--- src/rtl/core/radix_number_literal_parser_assert.svh ---
// assertion macros for the rtl of the literal parser
`ifndef RADIX_NUMBER_LITERAL_PARSER_ASSERT_SVH
`define RADIX_NUMBER_LITERAL_PARSER_ASSERT_SVH

`ifndef SYNTHESIS

// checked property, off while reset is held
`define RNLP_ASSERT(name, clk, rst_n, prop, msg) \
  name: assert property (@(posedge clk) disable iff (!rst_n) (prop)) else $error(msg);

// checked property that also holds during reset
`define RNLP_ASSERT_ALWAYS(name, clk, prop, msg) \
  name: assert property (@(posedge clk) (prop)) else $error(msg);

`else

`define RNLP_ASSERT(name, clk, rst_n, prop, msg)
`define RNLP_ASSERT_ALWAYS(name, clk, prop, msg)

`endif

`endif

--- src/rtl/core/rnlp_pkg.sv ---
package rnlp_pkg;

  localparam int DEF_INT_BITS  = 32;
  localparam int DEF_FRAC_BITS = 32;

  localparam logic [7:0] CH_ZERO = 8'h30;  // '0'
  localparam logic [7:0] CH_ONE  = 8'h31;  // '1'
  localparam logic [7:0] CH_NINE = 8'h39;  // '9'
  localparam logic [7:0] CH_A_LC = 8'h61;  // 'a'
  localparam logic [7:0] CH_B_LC = 8'h62;  // 'b'
  localparam logic [7:0] CH_F_LC = 8'h66;  // 'f'
  localparam logic [7:0] CH_X_LC = 8'h78;  // 'x'
  localparam logic [7:0] CH_DOT  = 8'h2e;  // '.'

  typedef enum logic [1:0] {
    PH_START = 2'd0,
    PH_ZERO  = 2'd1,
    PH_BODY  = 2'd2
  } phase_t;

  typedef enum logic [1:0] {
    RADIX_DEC = 2'd0,
    RADIX_BIN = 2'd1,
    RADIX_HEX = 2'd2
  } radix_t;

  typedef enum logic [1:0] {
    ST_OK        = 2'd0,
    ST_INVALID   = 2'd1,
    ST_SATURATED = 2'd2
  } status_t;

  // one character item as held in the input register
  typedef struct packed {
    logic [7:0] char_code;
    logic       is_last;
  } char_item_t;

endpackage

--- src/rtl/core/rnlp_in_reg.sv ---
module rnlp_in_reg
  import rnlp_pkg::*;
(
  input  logic       clk,
  input  logic       rst_n,
  input  logic       in_valid,
  output logic       in_ready,
  input  char_item_t in_item,
  input  logic       advance,
  output logic       item_valid,
  output char_item_t item
);

  logic       valid_r;
  char_item_t item_r;

  assign in_ready   = !valid_r || advance;
  assign item_valid = valid_r;
  assign item       = item_r;

  always_ff @(posedge clk) begin
    if (!rst_n) begin
      valid_r <= 1'b0;
    end else if (in_ready) begin
      valid_r <= in_valid;
    end
  end

  always_ff @(posedge clk) begin
    if (in_valid && in_ready) begin
      item_r <= in_item;
    end
  end

endmodule

--- src/rtl/core/rnlp_parse_core.sv ---
module rnlp_parse_core
  import rnlp_pkg::*;
#(
  parameter int INT_BITS  = DEF_INT_BITS,
  parameter int FRAC_BITS = DEF_FRAC_BITS
) (
  input  logic                          clk,
  input  logic                          rst_n,
  input  logic                          advance,
  input  char_item_t                    item,
  output logic                          res_valid,
  output logic [INT_BITS+FRAC_BITS-1:0] res_value,
  output status_t                       res_status
);

  localparam int IW = INT_BITS;
  localparam int FW = FRAC_BITS;

  // reciprocal for an exact floor divide by ten of any FW-bit value
  localparam logic [63:0] DIV10_M64  = ((64'd1 << (FW + 3)) + 64'd9) / 64'd10;
  localparam logic [FW-1:0] DIV10_M  = DIV10_M64[FW-1:0];
  localparam logic [63:0] SCALE10_64 = (64'd1 << FW) / 64'd10;
  localparam logic [FW-1:0] SCALE10  = SCALE10_64[FW-1:0];
  localparam logic [FW-1:0] SCALE2   = FW'(1) << (FW - 1);
  localparam logic [FW-1:0] SCALE16  = FW'(1) << (FW - 4);
  localparam logic [IW-1:0] INT_MAX  = '1;
  localparam logic [FW-1:0] FRAC_MAX = '1;

  phase_t        phase_r, phase_nxt;
  radix_t        radix_r, radix_nxt;
  logic          in_frac_r, in_frac_nxt;
  logic [IW-1:0] int_acc_r, int_acc_nxt;
  logic [FW-1:0] frac_acc_r, frac_acc_nxt;
  logic [FW-1:0] scale_r, scale_nxt;
  status_t       status_r, status_nxt;

  logic [7:0]      c;
  logic            do_body;
  logic            is_num;
  logic            is_hex;
  logic            is_dot;
  logic [7:0]      num_off;
  logic [7:0]      hex_off;
  logic [3:0]      digit;
  logic            digit_ok;
  logic [IW+3:0]   int_mul;
  logic [IW+3:0]   int_sum;
  logic [FW+3:0]   frac_mul;
  logic [FW+3:0]   frac_sum;
  logic [2*FW-1:0] div10_prod;
  logic [FW-1:0]   scale_div;
  logic [FW-1:0]   scale_dot;

  assign c       = item.char_code;
  assign is_num  = (c >= CH_ZERO) && (c <= CH_NINE);
  assign is_hex  = (c >= CH_A_LC) && (c <= CH_F_LC);
  assign is_dot  = (c == CH_DOT);
  assign num_off = c - CH_ZERO;
  assign hex_off = c - CH_A_LC + 8'd10;
  assign digit   = is_num ? num_off[3:0] : hex_off[3:0];

  always_comb begin
    unique case (radix_r)
      RADIX_BIN: digit_ok = (c == CH_ZERO) || (c == CH_ONE);
      RADIX_HEX: digit_ok = is_num || is_hex;
      default:   digit_ok = is_num;
    endcase
  end

  // integer step acc*radix+digit and the scale for the next fraction digit
  assign div10_prod = (2*FW)'(scale_r) * (2*FW)'(DIV10_M);

  always_comb begin
    unique case (radix_r)
      RADIX_BIN: begin
        int_mul   = {3'b000, int_acc_r, 1'b0};
        scale_div = scale_r >> 1;
        scale_dot = SCALE2;
      end
      RADIX_HEX: begin
        int_mul   = {int_acc_r, 4'b0000};
        scale_div = scale_r >> 4;
        scale_dot = SCALE16;
      end
      default: begin
        int_mul   = {1'b0, int_acc_r, 3'b000} + {3'b000, int_acc_r, 1'b0};
        scale_div = FW'(div10_prod[2*FW-1:FW+3]);
        scale_dot = SCALE10;
      end
    endcase
  end

  assign int_sum  = int_mul + (IW+4)'(digit);
  assign frac_mul = (FW+4)'(scale_r) * (FW+4)'(digit);
  assign frac_sum = frac_mul + (FW+4)'(frac_acc_r);

  always_comb begin
    phase_nxt    = phase_r;
    radix_nxt    = radix_r;
    in_frac_nxt  = in_frac_r;
    int_acc_nxt  = int_acc_r;
    frac_acc_nxt = frac_acc_r;
    scale_nxt    = scale_r;
    status_nxt   = status_r;
    do_body      = 1'b0;

    unique case (phase_r)
      PH_START: begin
        if (c == CH_ZERO) begin
          phase_nxt = PH_ZERO;
        end else begin
          phase_nxt = PH_BODY;
          do_body   = 1'b1;
        end
      end
      PH_ZERO: begin
        phase_nxt = PH_BODY;
        if (c == CH_B_LC) begin
          radix_nxt = RADIX_BIN;
        end else if (c == CH_X_LC) begin
          radix_nxt = RADIX_HEX;
        end else begin
          do_body = 1'b1;
        end
      end
      default: do_body = 1'b1;
    endcase

    if (do_body) begin
      if (is_dot) begin
        if (in_frac_r) begin
          status_nxt = ST_INVALID;
        end else begin
          in_frac_nxt = 1'b1;
          scale_nxt   = scale_dot;
        end
      end else if (!digit_ok) begin
        status_nxt = ST_INVALID;
      end else if (in_frac_r) begin
        frac_acc_nxt = (frac_sum[FW+3:FW] != '0) ? FRAC_MAX : frac_sum[FW-1:0];
        scale_nxt    = scale_div;
      end else if (int_sum[IW+3:IW] != '0) begin
        int_acc_nxt = INT_MAX;
        if (status_r != ST_INVALID) begin
          status_nxt = ST_SATURATED;
        end
      end else begin
        int_acc_nxt = int_sum[IW-1:0];
      end
    end
  end

  assign res_valid  = advance && item.is_last;
  assign res_status = status_nxt;
  assign res_value  = (status_nxt == ST_INVALID) ? '0 : {int_acc_nxt, frac_acc_nxt};

  always_ff @(posedge clk) begin
    if (!rst_n || res_valid) begin
      phase_r    <= PH_START;
      radix_r    <= RADIX_DEC;
      in_frac_r  <= 1'b0;
      int_acc_r  <= '0;
      frac_acc_r <= '0;
      scale_r    <= '0;
      status_r   <= ST_OK;
    end else if (advance) begin
      phase_r    <= phase_nxt;
      radix_r    <= radix_nxt;
      in_frac_r  <= in_frac_nxt;
      int_acc_r  <= int_acc_nxt;
      frac_acc_r <= frac_acc_nxt;
      scale_r    <= scale_nxt;
      status_r   <= status_nxt;
    end
  end

endmodule

--- src/rtl/core/radix_number_literal_parser.sv ---
// Number literal parser: takes one ASCII character per item on the in_ stream (tlast marks
// the final character) and returns one result per literal on the out_ stream, an unsigned
// fixed point value with INT_BITS integer and FRAC_BITS fraction bits plus a status (0 ok,
// 1 invalid character, 2 integer part saturated; value reads 0 when invalid). A leading
// "0b" or "0x" picks radix 2 or 16, otherwise decimal; hex digits are lower case only.
// One character is taken every clock cycle while no finished result is stalled: each
// character held in the input register updates the integer accumulator, fraction
// accumulator and fraction scale, and a result is then held in the output register
// until it is taken. in_tready drops only while a finished result is stalled.
`include "radix_number_literal_parser_assert.svh"

module radix_number_literal_parser
  import rnlp_pkg::*;
#(
  parameter int INT_BITS  = DEF_INT_BITS,
  parameter int FRAC_BITS = DEF_FRAC_BITS
) (
  input  logic                  clk,
  input  logic                  rst_n,
  input  logic                  in_tvalid,
  output logic                  in_tready,
  input  logic [7:0]            in_tdata,   // char_code
  input  logic                  in_tlast,   // is_last
  output logic                  out_tvalid,
  input  logic                  out_tready,
  output logic [((INT_BITS+FRAC_BITS+2+7)/8)*8-1:0] out_tdata  // value, status, zero pad
);

  localparam int VAL_W  = INT_BITS + FRAC_BITS;
  localparam int DATA_W = ((VAL_W + 2 + 7) / 8) * 8;

  char_item_t         in_item;
  char_item_t         item;
  logic               item_valid;
  logic               advance;
  logic               res_valid;
  logic [VAL_W-1:0]   res_value;
  status_t            res_status;

  logic               out_valid_r;
  logic [VAL_W-1:0]   out_value_r;
  logic [1:0]         out_status_r;

  assign in_item.char_code = in_tdata;
  assign in_item.is_last   = in_tlast;
  assign advance           = item_valid && (!out_valid_r || out_tready);

  rnlp_in_reg u_in_reg (
    .clk        (clk),
    .rst_n      (rst_n),
    .in_valid   (in_tvalid),
    .in_ready   (in_tready),
    .in_item    (in_item),
    .advance    (advance),
    .item_valid (item_valid),
    .item       (item)
  );

  rnlp_parse_core #(
    .INT_BITS  (INT_BITS),
    .FRAC_BITS (FRAC_BITS)
  ) u_core (
    .clk        (clk),
    .rst_n      (rst_n),
    .advance    (advance),
    .item       (item),
    .res_valid  (res_valid),
    .res_value  (res_value),
    .res_status (res_status)
  );

  always_ff @(posedge clk) begin
    if (!rst_n) begin
      out_valid_r <= 1'b0;
    end else if (res_valid) begin
      out_valid_r <= 1'b1;
    end else if (out_tready) begin
      out_valid_r <= 1'b0;
    end
  end

  always_ff @(posedge clk) begin
    if (res_valid) begin
      out_value_r  <= res_value;
      out_status_r <= res_status;
    end
  end

  assign out_tvalid = out_valid_r;
  assign out_tdata  = DATA_W'({out_status_r, out_value_r});

  // an invalid literal never carries a value
  `RNLP_ASSERT(a_invalid_zero, clk, rst_n, out_valid_r && (out_status_r == ST_INVALID) |-> (out_value_r == '0), "invalid result with nonzero value")

  // input side stalls only behind a stalled result
  `RNLP_ASSERT(a_stall_cause, clk, rst_n, !in_tready |-> (out_valid_r && !out_tready), "input stalled without a waiting result")

  // a new result follows only a last character
  `RNLP_ASSERT(a_result_after_last, clk, rst_n, $rose(out_valid_r) |-> $past(item_valid && item.is_last), "result without a last character")

endmodule
--- config.mk ---
export PLATFORM = sky130hd
export DESIGN_NAME = radix_number_literal_parser
export DESIGN_NICKNAME = d
export VERILOG_FILES = /design/src/rtl/core/rnlp_pkg.sv /design/src/rtl/core/rnlp_in_reg.sv /design/src/rtl/core/rnlp_parse_core.sv /design/src/rtl/core/radix_number_literal_parser.sv
export VERILOG_INCLUDE_DIRS = /design/src /design/src/rtl/core
export SDC_FILE = /design/constraint.sdc
export NUM_CORES = 2
export LEC_CHECK = 0
export ABC_AREA = 0
export CAP_MARGIN = 20
export CORE_ASPECT_RATIO = 1.5
export CORE_MARGIN = 2
export CORE_UTILIZATION = 35
export DETAILED_ROUTE_END_ITERATION = 6
export DONT_BUFFER_PORTS = 1
export GPL_ROUTABILITY_DRIVEN = 0
export PLACE_DENSITY = 0.47
export SLEW_MARGIN = 20
export SYNTH_ARGS = -nofsm -noshare
export SYNTH_HDL_FRONTEND = slang
export SYNTH_SLANG_ARGS = --single-unit
--- constraint.sdc ---
create_clock -name clk -period 8.5 [get_ports clk]
set_clock_uncertainty 0.2 [all_clocks]
set_input_delay 2.55 -clock clk [delete_from_list [all_inputs] [get_ports clk]]
set_output_delay 2.55 -clock clk [all_outputs]
set_load 0.1 [all_outputs]
# Word-level counts from Yosys, hierarchy flattened
# Cells that the tools add are included.
[word_totals]
register_bits = 180
in_bits = 13
wordCells = 97
[classes]
add_sub_neg = 6
multipliers = 2
n_lt_le_gt_ge = 4
eq_ne = 11
muxes = 36
reduce_logical = 25
[ops]
columns = ["operator", "n"]
rows = [
  ["32-bit 2-to-1 mux", 14],
  ["36-bit one-hot mux with 2 select lines", 1],
  ["32-bit by 32-bit multiplier with 64-bit output, second input constant", 1],
  ["32-bit one-hot mux with 2 select lines", 1],
  ["31-bit one-hot mux with 2 select lines", 1],
  ["35-bit by 33-bit adder with 36-bit output", 1],
  ["36-bit by 32-bit adder with 36-bit output", 1],
  ["36-bit by 4-bit adder with 36-bit output", 1],
  ["32-bit by 4-bit multiplier with 36-bit output", 1],
  ["8-bit by 6-bit == test with 1-bit output, second input constant", 3],
  ["2-bit 2-to-1 mux", 10],
  ["8-bit by 7-bit == test with 1-bit output, second input constant", 2],
  ["2-bit nonzero test", 5],
  ["8-bit by 6-bit greater-or-equal comparator with 1-bit output, second input constant", 1],
  ["8-bit by 7-bit greater-or-equal comparator with 1-bit output, second input constant", 1],
  ["8-bit by 6-bit less-or-equal comparator with 1-bit output, second input constant", 1],
  ["8-bit by 7-bit less-or-equal comparator with 1-bit output, second input constant", 1],
  ["4-bit nonzero test", 2],
  ["4-bit by 1-bit subtractor with 4-bit output, second input constant", 2],
  ["2-bit by 1-bit == test with 1-bit output, second input constant", 3],
  ["3-bit AND reduction", 2],
  ["1-bit logical AND", 5],
  ["1-bit logical OR", 5],
  ["1-bit 2-to-1 mux", 5],
  ["11 further kinds", 14],
]

# Logic depth before layout (Yosys ltp)
[depth]
word_depth = 11
ltp_mapped = 31
depth_no_buf = 28

# By module
# Synthesis repeated with hierarchy kept, for this count alone.
[hier_totals]
cells_unflattened = 3414
area_unflattened_um2 = 32218.4
[by_module_without_submodules]
columns = ["module", "n_inst", "cells_each", "area_each_um2"]
rows = [
  ["rnlp_parse_core", 1, 3323, 29812.3],
  ["radix_number_literal_parser", 1, 77, 2078.2],
  ["rnlp_in_reg", 1, 14, 327.8],
]

# Least setup slack after synthesis
# No wires, ideal clock.
[synth_path]
kind = "flip-flop to flip-flop"
from = "register u_core.scale_r[9]"
to = "register u_core.scale_r[28]"
setup_time_ps = 60
arrival_time_ps = 7246
setup_slack_ps = 994
stages_incl_launch_ff = 26
period_less_slack_ps = 7506
path_cell_list = "dfxtp_1 -> ha_1 -> inv_1 -> fa_1 -> inv_1 -> fa_1 -> fa_1 -> inv_1 -> fa_1 -> inv_1 -> fa_1 -> fa_1 -> inv_1 -> fa_1 -> inv_1 -> ha_1 -> and4_1 -> nand3_1 -> a2111oi_0 -> o41a_1 -> o311ai_0 -> a21oi_1 -> a41oi_1 -> and2_1 -> o41ai_1 -> o2111a_1"
[synth_via]
elab_chain_cells = 5
[synth_lines]
columns = ["element", "line", "rtl"]
rows = [
  ["start, declared", "rnlp_parse_core.sv:34", "logic [FW-1:0] scale_r, scale_nxt;"],
  ["start signal, assigned", "rnlp_parse_core.sv:172", "scale_r <= scale_nxt;"],
  ["32-bit by 32-bit multiplier with 64-bit output", "rnlp_parse_core.sv:71", "assign div10_prod = (2*FW)'(scale_r) * (2*FW)'(DIV10_M);"],
  ["31-bit one-hot mux with 2 select lines", "rnlp_parse_core.sv:74", "unique case (radix_r)"],
  ["32-bit 2-to-1 mux", "rnlp_parse_core.sv:139", "end else if (in_frac_r) begin"],
  ["32-bit 2-to-1 mux", "rnlp_parse_core.sv:137", "end else if (!digit_ok) begin"],
  ["32-bit 2-to-1 mux", "rnlp_parse_core.sv:130", "if (is_dot) begin"],
]
# Every way passes these cells. The select of a mux whose other input is x is not followed.
# A chain may end at the register's enable or synchronous reset.

# Worst setup path in the final report
[layout_path]
from = "register u_core.scale_r[3]"
to = "register u_core.scale_r[28]"
# The elaborated chain is that of the path after synthesis.

==> metrics.md <==
| Metric | Value |
|---|---|
| Slew @ Worst Pin | 1200 ps |
| Pin count of the biggest net entering global routing | 69 |
| Die Y | 377 um |
| Final Max Tran Viols | 0 |
| Avg Inst Size Synth | roughly 9 um2 |
| Total core area | between 90000 and 100000 um2 |
| Area delta synth->final | 7.35% |
| Vias/cell | 5.30 |
| Clock sink count | 180 |
| Slew margin rel. | 0.194 |
| Cell area after layout | 34900 um2 |
| WL final | about 110000 um |
| Cell mode on critical path | fa_1 |
| Maximum vdd drop | 0.151 mV |
| Initial Util | 0.354 |
| Crit path max fanout | 8 |
| Fin nets | 4456 |
| Leakage power | 17.2 nW |
| Synth Register Bits | 180 |
| WHS Path Cells | 2 |
| Post-CTS setup repair buffer count | 0 |
| DIE AREA | 95400 um2 |
| # placed instances | 4670 |
| Final hold violation count | 0 |
| YS warnings | 0 |
| Worst Min Path Start | u_core.radix_r[0] |
| Post-synthesis sequential area ratio | 0.134 |
| Fin crit period | 8140 ps |
| Startpoint Class | register |
| Worst hold path class | register to register |
| Outcome | finished clean |
| CTS max path bufs | 2 |
| Max Fclk | between 100 and 150 MHz |
| CTS buffer count | 17 |
| H-Tree Depth | 4 |
| CP Class | register to register |
| Setup TNS | 0 ps |
| WHS Endpoint | u_core.radix_r[0] |
| 1st-iter DRT viols | 1082 |
| Placed cell areas | 34300 um2 |
| Layout cells sized above 1 | 0.0538 |
| WP data required | 8720 ps |
| CTS tree | built |
| Main synth FF type | dfxtp_1 |
| Antenna-violating nets left | 0 |
| HPWL Detailed | 91100 um |
| Via count | approximately 25000 |
| Critical R2R Launch | u_core.scale_r[3] |
| PortBufs | 0 |
| Synthesized area | roughly 33000 um2 |
| Gr usage total | 0.231 |
| CP max stage delay | between 600 and 700 ps |
| Hold_buf cts | 0 |
| I/O pin total | 87 |
| Post-Synthesis Cells | 3525 |
| Asr flop ratio synth | 0 |
| Root Driver | clkbuf_16 |
| Power Dens Cells | approximately 54 nW/um2 |
| Finished Layout Cells | 4703 |
| Drc violations | 0 |
| Routed wire per std cell | 22.8 um |
| Endpoints failing setup | 0 |
| Crit end category | register |
| Max_cap viols | 0 |
| First-pass GRT wire length | around 160000 um |
| Clk_lat worst skew | 510 ps |
| Post-synth EDFFs | 75 |
| Critical path's slowest cell | fa_1 |
| CTS clk-pin slew, worst paths | 80 ps |
| Remaining global-route overflow | 0 |
| R2r endpoint | u_core.scale_r[28] |
| Post-route clock period utilization | 0.957 |
| Die Span X | 253 um |
| FF-to-FF path depth | 25 |
| Vias in the first global route | 26904 |
| Netlist cell types | 93 |
| Cell Rows | 136 |
| DRT Pass-1 Iters | 7 |
| Reg2reg setup slack | 360 ps |
| Antenna violations before repair | 3 |
| Critical Path AT | 8360 ps |
| Total of fill cells in the finished design | 9444 |
==> cell type report <==
cell class                      count  area (um2)  area share
Multi-Input combinational cell   2435       24800       0.711
Sequential cell                   180        4360       0.125
Inverter                          786        2950      0.0845
Tap cell                         1173        1470      0.0420
Timing Repair Buffer               96         733      0.0210
Clock buffer                       17         425      0.0122
Clock inverter                     15         169     0.00484
Antenna cell                        1        2.50   0.0000717
==> registers in the layout, indices dropped and copies added, names as in the netlist <==
signal	flops
u_core.phase_r	2
out_value_r	64
u_core.int_acc_r	32
out_status_r	2
u_core.radix_r	2
out_tvalid	1
u_core.status_r	2
u_in_reg.item_valid	1
u_core.scale_r	32
u_core.in_frac_r	1
u_core.frac_acc_r	32
u_in_reg.item	9
==> kinds of logic after synthesis <==
| logic type | share of synthesized area |
|---|---|
| compound gates | 0.163 |
| xor+xnor | 0.0261 |
| fa+ha+maj | 0.474 |
| buf+inv | 0.109 |
| flops | 0.134 |
| mux | 0.00504 |
| other cells | 0.000115 |
| simple gates | 0.0887 |
==> report_power, final <==
group | total (W) | internal [W] | switching, W
Clock | 0.000848 | 0.000416 | 0.000432
Sequential | 0.000926 | 0.000903 | 0.0000226
Combinational | 0.000120 | 0.0000286 | 0.0000911
Total | 0.00189 | 0.00135 | 0.000545
==> cell usage after synthesis (32+ instances only) <==
| cell type | n | area, um2 |
|---|---|---|
| inv_1 | 786 | 2950 |
| clkbuf_1 | 100 | 375 |
| xor2_1 | 47 | 412 |
| ha_1 | 419 | 5240 |
| nand3_1 | 37 | 185 |
| nor2_1 | 113 | 424 |
| o21ai_0 | 237 | 1190 |
| fa_1 | 508 | 10200 |
| nor3_1 | 32 | 160 |
| dfxtp_1 | 105 | 2100 |
| nand2_1 | 122 | 458 |
| a31oi_1 | 79 | 494 |
| xnor2_1 | 50 | 438 |
| a21oi_1 | 218 | 1090 |
| and2_1 | 40 | 250 |
| edfxtp_1 | 75 | 2250 |
| nor2b_1 | 85 | 532 |
| a21o_1 | 71 | 533 |
==> critical path: cells and delay by family (launching register included) <==
family / cells / cell delay [ps]
compound gates: 9 / 2030
fa+ha+maj: 9 / 4340
buf+inv: 5 / 490
flops: 1 / 560
simple gates: 2 / 430
==> worst max-delay path by stage <==
stage | from | to | cells past startpoint
final | u_core.scale_r[3] | u_core.scale_r[28] | 25
after global routing | u_core.scale_r[13] | u_core.scale_r[28] | 26
after CTS | u_core.scale_r[23] | u_core.scale_r[25] | 23
after detailed placement | u_core.scale_r[20] | u_core.scale_r[28] | 25
after global placement | u_core.scale_r[20] | u_core.scale_r[28] | 25
after floorplan | u_core.scale_r[9] | u_core.scale_r[28] | 25
==> layer usage <==
layer / part of all wire / vias up / GRT usage
met2: 0.54 / 492 / 0.435
li1: - / 11675 / -
met3: 0.024 / 208 / 0.0210
met1: 0.36 / 12547 / 0.243
met4: 0.074 / 6 / 0.150
met5: 0.00026 / - / 0
==> per-stage QoR <==
stage	setup WS [ps]	hold slack (ps)	total power, W	utilization
after floorplan	994	262	0.00103	-
after global placement	0.404	296	0.00107	0.373
after detailed placement	-55.7	299	0.00107	0.373
after CTS	1.04	311	0.00192	0.379
after global routing	-44.4	330	0.00195	0.380
final	362	310	0.00189	0.380
==> layout by cell type, fill, tap and decap left out, types with 14 or more instances in the layout <==
cell type	n
a221oi_1	24
nand3_1	37
xnor2_1	47
o21ai_0	237
edfxtp_1	75
a21oi_1	217
or3_1	17
dfxtp_1	103
inv_1	784
nand2_1	122
a21o_1	71
ha_1	412
o21bai_1	16
xor2_1	47
buf_4	95
fa_1	508
and2_1	39
and3_1	15
nand2b_1	20
o21a_1	18
nor3_1	30
nor2_1	111
clkbuf_16	17
nor2b_1	84
nand4_1	28
a221o_1	14
a31oi_1	79
a22oi_1	18
a211o_1	14
==> what timing repair did <==
item	in CTS	in global routing
endpoints found under the setup margin	1	16
resized for setup	1	16
hold endpoints to repair	0	0
No activity file was read; power rests on OpenSTA's default activity.
